File: config.mk
export PLATFORM = sky130hd
export DESIGN_NAME = hht_ctrl
export DESIGN_NICKNAME = d
export VERILOG_FILES = /design/src/rtl/hht_pkg.sv /design/src/rtl/hht_ctrl.sv
export SDC_FILE = /design/constraint.sdc
export NUM_CORES = 1
export LEC_CHECK = 0
export BUFFER_PORTS_ARGS = -buffer_cell sky130_fd_sc_hd__buf_4
export CORE_MARGIN = 2
export CORE_UTILIZATION = 35
export CTS_CLUSTER_SIZE = 14
export DETAILED_ROUTE_END_ITERATION = 10
export HOLD_SLACK_MARGIN = 0.02
export PLACE_DENSITY = 0.64
export SLEW_MARGIN = 5
export SYNTH_ARGS = -nofsm -noshare
export SYNTH_HDL_FRONTEND = slang
export SYNTH_SLANG_ARGS = --single-unit
export TNS_END_PERCENT = 10
File: constraint.sdc
create_clock -name clk -period 1.98 [get_ports clk]
set_input_delay 0.396 -clock clk [delete_from_list [all_inputs] [get_ports clk]]
set_output_delay 0.396 -clock clk [all_outputs]
set_load 0.02 [all_outputs]
File: src/rtl/hht_pkg.sv
// Shared types, constants and helpers for the hopscotch hash table engine.
package hht_pkg;

	localparam int TABLE_LOG2_DEF = 10;
	localparam int HOP_RANGE_DEF  = 32;
	localparam int KEY_BYTES_DEF  = 8;
	localparam int VALUE_BITS_DEF = 64;

	localparam int          SIZE_EXP_W     = 4;
	localparam logic [3:0]  SIZE_EXP_RESET = 4'd10;

	typedef enum logic [1:0] {
		OP_LOOKUP = 2'd0,
		OP_INSERT = 2'd1,
		OP_REMOVE = 2'd2,
		OP_UNUSED = 2'd3
	} op_t;

	typedef enum logic [2:0] {
		ST_OK   = 3'd0,
		ST_MISS = 3'd1,
		ST_DUP  = 3'd2,
		ST_FULL = 3'd3,
		ST_HOOD = 3'd4
	} status_t;

	typedef enum logic [4:0] {
		S_CLEAR,
		S_IDLE,
		S_HASH,
		S_HFIN,
		S_MAP_RD,
		S_MAP_CAP,
		S_FIND,
		S_FIND_CMP,
		S_HIT,
		S_NOTFOUND,
		S_PROBE_RD,
		S_PROBE_CHK,
		S_DISP,
		S_MOVE_RD,
		S_MOVE_CHK,
		S_MOVE_KRD,
		S_MOVE_WR,
		S_FINAL_WR,
		S_EMIT
	} state_t;

	typedef enum logic [4:0] {
		DP_NOP,
		DP_CLEAR,
		DP_LOAD,
		DP_HASH,
		DP_HFIN,
		DP_MAP_RD,
		DP_MAP_CAP,
		DP_FIND_RD,
		DP_FIND_NEXT,
		DP_LK_HIT,
		DP_REMOVE,
		DP_SET_RES,
		DP_PROBE_INIT,
		DP_PROBE_RD,
		DP_PROBE_TAKE,
		DP_PROBE_NEXT,
		DP_MOVE_INIT,
		DP_MOVE_RD,
		DP_MOVE_CAP,
		DP_MOVE_KRD,
		DP_MOVE_WR,
		DP_MOVE_NEXT,
		DP_HOOD_REL,
		DP_FINAL_RD,
		DP_FINAL_WR,
		DP_EMIT
	} dp_op_t;

	typedef struct packed {
		dp_op_t  op;
		status_t st;
	} cmd_t;

	typedef struct packed {
		logic clr_last;
		logic byte_last;
		op_t  op;
		logic bit_hit;
		logic i_last;
		logic key_match;
		logic taken;
		logic probe_last;
		logic in_hood;
		logic move_ok;
		logic j_last;
	} stat_t;

	function automatic logic [4:0] lowest_set(input logic [31:0] m);
		logic [4:0] r;
		r = 5'd31;
		for (int n = 31; n >= 0; n--) begin
			if (m[n]) begin
				r = 5'(n);
			end
		end
		return r;
	endfunction

endpackage

File: src/rtl/hht_ctrl.sv
// Controller state machine: sequences table clearing, hash, search, probe, displacement and result transfer.
module hht_ctrl (
	input  logic           clk,
	input  logic           arst_n,
	input  logic           in_valid,
	output logic           in_ready,
	output logic           out_valid,
	input  logic           out_ready,
	input  hht_pkg::stat_t stat,
	output hht_pkg::cmd_t  cmd
);

	hht_pkg::state_t state_q, state_d;
	logic            out_valid_q;
	logic            slot_free;

	assign slot_free = !out_valid_q || out_ready;

	always_comb begin
		state_d = state_q;
		case (state_q)
			hht_pkg::S_CLEAR:    if (stat.clr_last) state_d = hht_pkg::S_IDLE;
			hht_pkg::S_IDLE:     if (in_valid) state_d = hht_pkg::S_HASH;
			hht_pkg::S_HASH:     if (stat.byte_last) state_d = hht_pkg::S_HFIN;
			hht_pkg::S_HFIN:     state_d = hht_pkg::S_MAP_RD;
			hht_pkg::S_MAP_RD:   state_d = hht_pkg::S_MAP_CAP;
			hht_pkg::S_MAP_CAP:  state_d = hht_pkg::S_FIND;
			hht_pkg::S_FIND: begin
				if (stat.bit_hit) state_d = hht_pkg::S_FIND_CMP;
				else if (stat.i_last) state_d = hht_pkg::S_NOTFOUND;
			end
			hht_pkg::S_FIND_CMP: begin
				if (stat.key_match) state_d = hht_pkg::S_HIT;
				else if (stat.i_last) state_d = hht_pkg::S_NOTFOUND;
				else state_d = hht_pkg::S_FIND;
			end
			hht_pkg::S_HIT:      state_d = hht_pkg::S_EMIT;
			hht_pkg::S_NOTFOUND: begin
				if (stat.op == hht_pkg::OP_INSERT) state_d = hht_pkg::S_PROBE_RD;
				else state_d = hht_pkg::S_EMIT;
			end
			hht_pkg::S_PROBE_RD: state_d = hht_pkg::S_PROBE_CHK;
			hht_pkg::S_PROBE_CHK: begin
				if (!stat.taken) state_d = hht_pkg::S_DISP;
				else if (stat.probe_last) state_d = hht_pkg::S_EMIT;
				else state_d = hht_pkg::S_PROBE_RD;
			end
			hht_pkg::S_DISP: begin
				if (stat.in_hood) state_d = hht_pkg::S_FINAL_WR;
				else state_d = hht_pkg::S_MOVE_RD;
			end
			hht_pkg::S_MOVE_RD:  state_d = hht_pkg::S_MOVE_CHK;
			hht_pkg::S_MOVE_CHK: begin
				if (stat.move_ok) state_d = hht_pkg::S_MOVE_KRD;
				else if (stat.j_last) state_d = hht_pkg::S_EMIT;
				else state_d = hht_pkg::S_MOVE_RD;
			end
			hht_pkg::S_MOVE_KRD: state_d = hht_pkg::S_MOVE_WR;
			hht_pkg::S_MOVE_WR:  state_d = hht_pkg::S_DISP;
			hht_pkg::S_FINAL_WR: state_d = hht_pkg::S_EMIT;
			hht_pkg::S_EMIT:     if (slot_free) state_d = hht_pkg::S_IDLE;
			default:             state_d = hht_pkg::S_IDLE;
		endcase
	end

	always_comb begin
		cmd.op   = hht_pkg::DP_NOP;
		cmd.st   = hht_pkg::ST_MISS;
		in_ready = 1'b0;
		case (state_q)
			hht_pkg::S_CLEAR: cmd.op = hht_pkg::DP_CLEAR;
			hht_pkg::S_IDLE: begin
				in_ready = 1'b1;
				if (in_valid) cmd.op = hht_pkg::DP_LOAD;
			end
			hht_pkg::S_HASH:    cmd.op = hht_pkg::DP_HASH;
			hht_pkg::S_HFIN:    cmd.op = hht_pkg::DP_HFIN;
			hht_pkg::S_MAP_RD:  cmd.op = hht_pkg::DP_MAP_RD;
			hht_pkg::S_MAP_CAP: cmd.op = hht_pkg::DP_MAP_CAP;
			hht_pkg::S_FIND: begin
				if (stat.bit_hit) cmd.op = hht_pkg::DP_FIND_RD;
				else if (!stat.i_last) cmd.op = hht_pkg::DP_FIND_NEXT;
			end
			hht_pkg::S_FIND_CMP: begin
				if (!stat.key_match && !stat.i_last) cmd.op = hht_pkg::DP_FIND_NEXT;
			end
			hht_pkg::S_HIT: begin
				case (stat.op)
					hht_pkg::OP_LOOKUP: cmd.op = hht_pkg::DP_LK_HIT;
					hht_pkg::OP_REMOVE: cmd.op = hht_pkg::DP_REMOVE;
					hht_pkg::OP_INSERT: begin
						cmd.op = hht_pkg::DP_SET_RES;
						cmd.st = hht_pkg::ST_DUP;
					end
					default: cmd.op = hht_pkg::DP_SET_RES;
				endcase
			end
			hht_pkg::S_NOTFOUND: begin
				if (stat.op == hht_pkg::OP_INSERT) cmd.op = hht_pkg::DP_PROBE_INIT;
				else cmd.op = hht_pkg::DP_SET_RES;
			end
			hht_pkg::S_PROBE_RD: cmd.op = hht_pkg::DP_PROBE_RD;
			hht_pkg::S_PROBE_CHK: begin
				if (!stat.taken) begin
					cmd.op = hht_pkg::DP_PROBE_TAKE;
				end else if (stat.probe_last) begin
					cmd.op = hht_pkg::DP_SET_RES;
					cmd.st = hht_pkg::ST_FULL;
				end else begin
					cmd.op = hht_pkg::DP_PROBE_NEXT;
				end
			end
			hht_pkg::S_DISP: begin
				if (stat.in_hood) cmd.op = hht_pkg::DP_FINAL_RD;
				else cmd.op = hht_pkg::DP_MOVE_INIT;
			end
			hht_pkg::S_MOVE_RD: cmd.op = hht_pkg::DP_MOVE_RD;
			hht_pkg::S_MOVE_CHK: begin
				if (stat.move_ok) begin
					cmd.op = hht_pkg::DP_MOVE_CAP;
				end else if (stat.j_last) begin
					cmd.op = hht_pkg::DP_HOOD_REL;
					cmd.st = hht_pkg::ST_HOOD;
				end else begin
					cmd.op = hht_pkg::DP_MOVE_NEXT;
				end
			end
			hht_pkg::S_MOVE_KRD: cmd.op = hht_pkg::DP_MOVE_KRD;
			hht_pkg::S_MOVE_WR:  cmd.op = hht_pkg::DP_MOVE_WR;
			hht_pkg::S_FINAL_WR: cmd.op = hht_pkg::DP_FINAL_WR;
			hht_pkg::S_EMIT:     if (slot_free) cmd.op = hht_pkg::DP_EMIT;
			default: begin
			end
		endcase
	end

	always_ff @(posedge clk or negedge arst_n) begin
		if (!arst_n) begin
			state_q     <= hht_pkg::S_CLEAR;
			out_valid_q <= 1'b0;
		end else begin
			state_q <= state_d;
			if (cmd.op == hht_pkg::DP_EMIT) begin
				out_valid_q <= 1'b1;
			end else if (out_ready) begin
				out_valid_q <= 1'b0;
			end
		end
	end

	assign out_valid = out_valid_q;

	a_accept_starts_hash: assert property (@(posedge clk) disable iff (!arst_n)
		in_valid && in_ready |=> state_q == hht_pkg::S_HASH)
		else $error("accepted item did not start hashing");

	a_emit_into_free_slot: assert property (@(posedge clk) disable iff (!arst_n)
		cmd.op == hht_pkg::DP_EMIT |-> !out_valid_q || out_ready)
		else $error("result overwrote a pending transfer");

	a_emit_raises_valid: assert property (@(posedge clk) disable iff (!arst_n)
		cmd.op == hht_pkg::DP_EMIT |=> out_valid_q)
		else $error("result not presented after emit");

	a_no_accept_outside_idle: assert property (@(posedge clk) disable iff (!arst_n)
		state_q != hht_pkg::S_IDLE |-> !in_ready)
		else $error("input ready outside idle");

endmodule

# Yosys cells after proc, flatten, opt, wreduce, memory -nomap -nowiden
# Cells that the tools add are included.
# op_classes
order_cmp,0
eq_ne,26
n_addsub,0
div_mod_pow,0
n_bitwise,0
n_reduce_logical,10
n_shift,0
mux,37
n_mul,0
# ops
cell,count
$pmux 5 s19,1
$pmux 5 s18,1
$mux 5,13
$eq 5x4->1 const B,8
$mux 3,7
$eq 5x3->1 const B,4
$eq 5x5->1 const B,4
$mux 4,5
$eq 5x2->1 const B,2
$mux 2,5
$pmux 3 s3,1
$ne 2x2->1 const B,4
$eq 5x1->1 const B,1
$logic_not 5->1,1
$reduce_and 5->1,1
$pmux 2 s2,1
$logic_not 1->1,3
$mux 1,3
$ne 3x3->1 const B,1
$eq 2x1->1 const B,1
$eq 2x2->1 const B,1
$logic_not 2->1,1
$reduce_bool 2->1,1
$reduce_or 2->1,1
2 further kinds,2
# word_totals
latch_bits,0
out_inout_bits,10
input_bits,16
rom_bits,0
regBits,6
ramBits,0
mem_count,0
wordCells,75

# Longest topological paths before layout
# depth
word_depth,6
mapped_depth,7
depth_no_buf,5

# Worst setup path before layout
# OpenSTA, ideal clock, no wires.
# synth_timing
path_type,reg-to-output
from,register state_q[1]
to,output cmd[3] (netlist bit)
t_arrival_ns,1.558
setup_slack_ns,0.026
stages_incl_launch_ff,6
path_cell_list,dfrtp_1 > buf_6 > buf_4 > a31oi_1 > o22ai_1 > or4_1
# synth_rtl
element,line_no,rtl
"start, declared",hht_ctrl.sv:13,"hht_pkg::state_t state_q, state_d;"
"start signal, assigned",hht_ctrl.sv:139,state_q <= hht_pkg::S_CLEAR;
"start signal, assigned",hht_ctrl.sv:142,state_q <= state_d;
"end, declared",hht_ctrl.sv:10,output hht_pkg::cmd_t cmd

==> flow_summary.json <==
{
  "outcome": "finished with violations",
  "violations": "negative setup slack",
  "cts-htree-levels": 1,
  "grt_max_degree": 13,
  "die_height_um": 56.3,
  "diodes": 0,
  "p_per_area_nw_per_um2": 1570,
  "finalCritPeriodShare_pct": 122,
  "min_path_type": "in2async",
  "arrival_ns": 2.02,
  "grt_overflow": 0,
  "dp_hpwl_um": 2750,
  "crit_fanout": 7,
  "synth_fp_nets": 147,
  "slew_headroom_pct": 73.6,
  "gp_congestion": 0.934,
  "core.rowCount": 18,
  "slew_violations": 0,
  "start_util_pct": 37.6,
  "placed_area_um2": 1410,
  "layout-drive-gt1-share_pct": 55.3,
  "drt_iter0_markers": 112,
  "cp-end-kind": "primary output",
  "yosysSeqAreaShare_pct": 15.7,
  "numClockSinks": 6,
  "root_buffer": "clkbuf_4",
  "crit_type": "reg2out",
  "final_common_cell": "buf_4",
  "synth_area_um2": 957,
  "worstPathRequired_ns": 1.58,
  "ios": 26,
  "place_inst": 217,
  "timing_hold_violations_final": 0,
  "rsz0062_at_grt": "true",
  "first_global_vias": 1377,
  "min_period_ns": 2.41,
  "syn_inst": 131,
  "ys_ff_latch": 6,
  "drc": 0,
  "setup_ws_ns": -0.432,
  "cts_max_path_buffers": 2,
  "fin_cells": 236,
  "portBuffers": 25,
  "grt_usage_pct": 24.3,
  "grt_pass1_wl_um": 6130,
  "final_design_area_no_fill_um2": 1700,
  "ant_nets": 0,
  "first_pass_iters": 5,
  "startpoint_type": "register",
  "clock_latency_ns": 0.25,
  "core_area_um2": 2540,
  "cts_tree": "yes",
  "die_x_um": 56.3,
  "finalWirelength_um": 4510,
  "worstMarginPinSlew_ns": 0.395,
  "avgSynthCellArea_um2": 7.31,
  "skew_ns": 0.0112,
  "area_growth_pct": 77.6,
  "wl_per_cell_um": 19.1,
  "slowest_stage": "dfrtp_2",
  "layout_common_cells": "buf_4 (73), nor2_1 (14), nand2_1 (10), a21oi_1 (10), o21ai_0 (8)",
  "setup_viol": 8,
  "fmax_mhz": 415,
  "numCtsBuffers": 3,
  "leakagePower_nw": 0.794,
  "cpPeakStageDelay_ns": 0.46,
  "antenna_found_initial": 0,
  "drv_cap": 0,
  "crit_chain": "buf_4 -> nor2_1 -> a211oi_2 -> a2111oi_2 -> or4_4 -> buf_6",
  "fin_nets": 224,
  "path_clk_slew_ns": 0.05,
  "yosysWarnings": 0,
  "die-area_um2": 3170,
  "yosysUniqueCellTypes": 51,
  "peakVddDrop_mv": 1.04,
  "vias": 1455,
  "drt-vias-per-instance": 6.17
}
## worst paths after layout
path / from / to / slack (ns) / cells after the start
worst max-delay path: state_q[1] / cmd[4] / -0.43 / 6
worst min-delay path: arst_n / out_valid / 0.48 / 2
worst max register to register: state_q[3] / state_q[0] / -0.02 / 6
worst min register to register: out_valid / out_valid / 0.67 / 3
max in group asynchronous: arst_n / state_q[2] / 1.35 / 2
min in group clk: stat[6] / state_q[2] / 0.52 / 3
## sequential cells by signal, indices dropped and copies added (netlist names)
signal,count
state_q,5
out_valid,1
## stage by stage
| stage | utilization (%) | setup slack, ns | setup TNS [ns] | power (mW) | hold slack (ns) |
|---|---|---|---|---|---|
| 4_1_cts | 61.8 | -0.287 | -1.32 | 2.29 | 0.496 |
| 5_1_grt | 66.8 | -0.458 | -2.25 | 2.81 | 0.479 |
| 3_3_place_gp | 55.4 | -0.178 | -0.752 | 1.92 | 0.209 |
| 6_report | 66.8 | -0.432 | -1.77 | 2.68 | 0.484 |
| 3_5_place_dp | 55.4 | -0.193 | -0.906 | 1.93 | 0.212 |
| 2_1_floorplan | - | 0.0263 | 0 | 1.23 | 0.100 |
## cell type report
class	count	area, µm²
clock buffer	3	22.5
fill	216	845
timing repair buffer	82	651
sequential	6	156
inverter	3	11.3
tap	30	37.5
multi-input combinational	112	822
## Yosys cell counts (all sizes together)
library cell   n  share of area [%]
nor2          16                6.5
o21ai         13                6.8
nand2         11                4.3
a21oi         10                5.2
buf            9                8.1
nor2b          7                5.4
dfrtp          6                 16
nand2b         6                4.7
inv            3                1.2
nand3          3                1.6
nand3b         3                3.7
nor3           3                1.6
or4            3                2.7
a2111oi        2                2.0
a211oi         2                1.6
a21boi         2                1.6
a22oi          2                2.1
mux2i          2                2.1
nand4          2                1.3
nor3b          2                1.6
nor4           2                1.3
o22ai          2                1.3
or3            2                1.3
a211o          1               0.92
a2bb2oi        1               0.92
a31oi          1               0.65
and2           1               0.78
and3           1               0.65
clkbuf         1               0.39
mux2           1                1.2
nand4b         1               0.92
nor4b          1                1.6
o21a           1               0.78
o21bai         1               0.78
o221ai         1               0.92
o2bb2ai        1               0.92
o311a          1                1.0
o311ai         1               0.92
o31ai          1                1.3
o41ai          1               0.92
or3b           1               0.92
## routing by layer
| metal | global-route usage (%) | vias up | share of wire (%) |
|---|---|---|---|
| met5 | 0 | - | 0 |
| met3 | 4.61 | 33 | 11 |
| met1 | 29.2 | 658 | 34 |
| li1 | - | 642 | - |
| met4 | 9.86 | 0 | 5.2 |
| met2 | 42.2 | 122 | 50 |
## cell families after synthesis
family / synth area share [%]
flip-flops: 15.7
AND/OR/NAND/NOR: 40.8
multiplexers: 3.27
buffers and inverters: 9.67
AO/OA/AOI/OAI: 30.6
## power by group
part           internal [mW]  switching, mW
sequential             0.179          0.103
combinational           1.16           1.12
clock                 0.0688         0.0473
## critical path: cells and delay by family (launching register included)
family	cells	cell delay (ns)
compound gates	2	0.58
buf+inv	2	0.30
flops	1	0.46
simple gates	2	0.43
## what timing repair did
action	CTS	global route
endpoints found under the hold margin	6	0
gates resized for setup	25	14
hold buffers	1	0
pin swaps	3	5
setup endpoints to repair	9	11
buffers inserted	8	7
(Power assumes the default switching activity.)
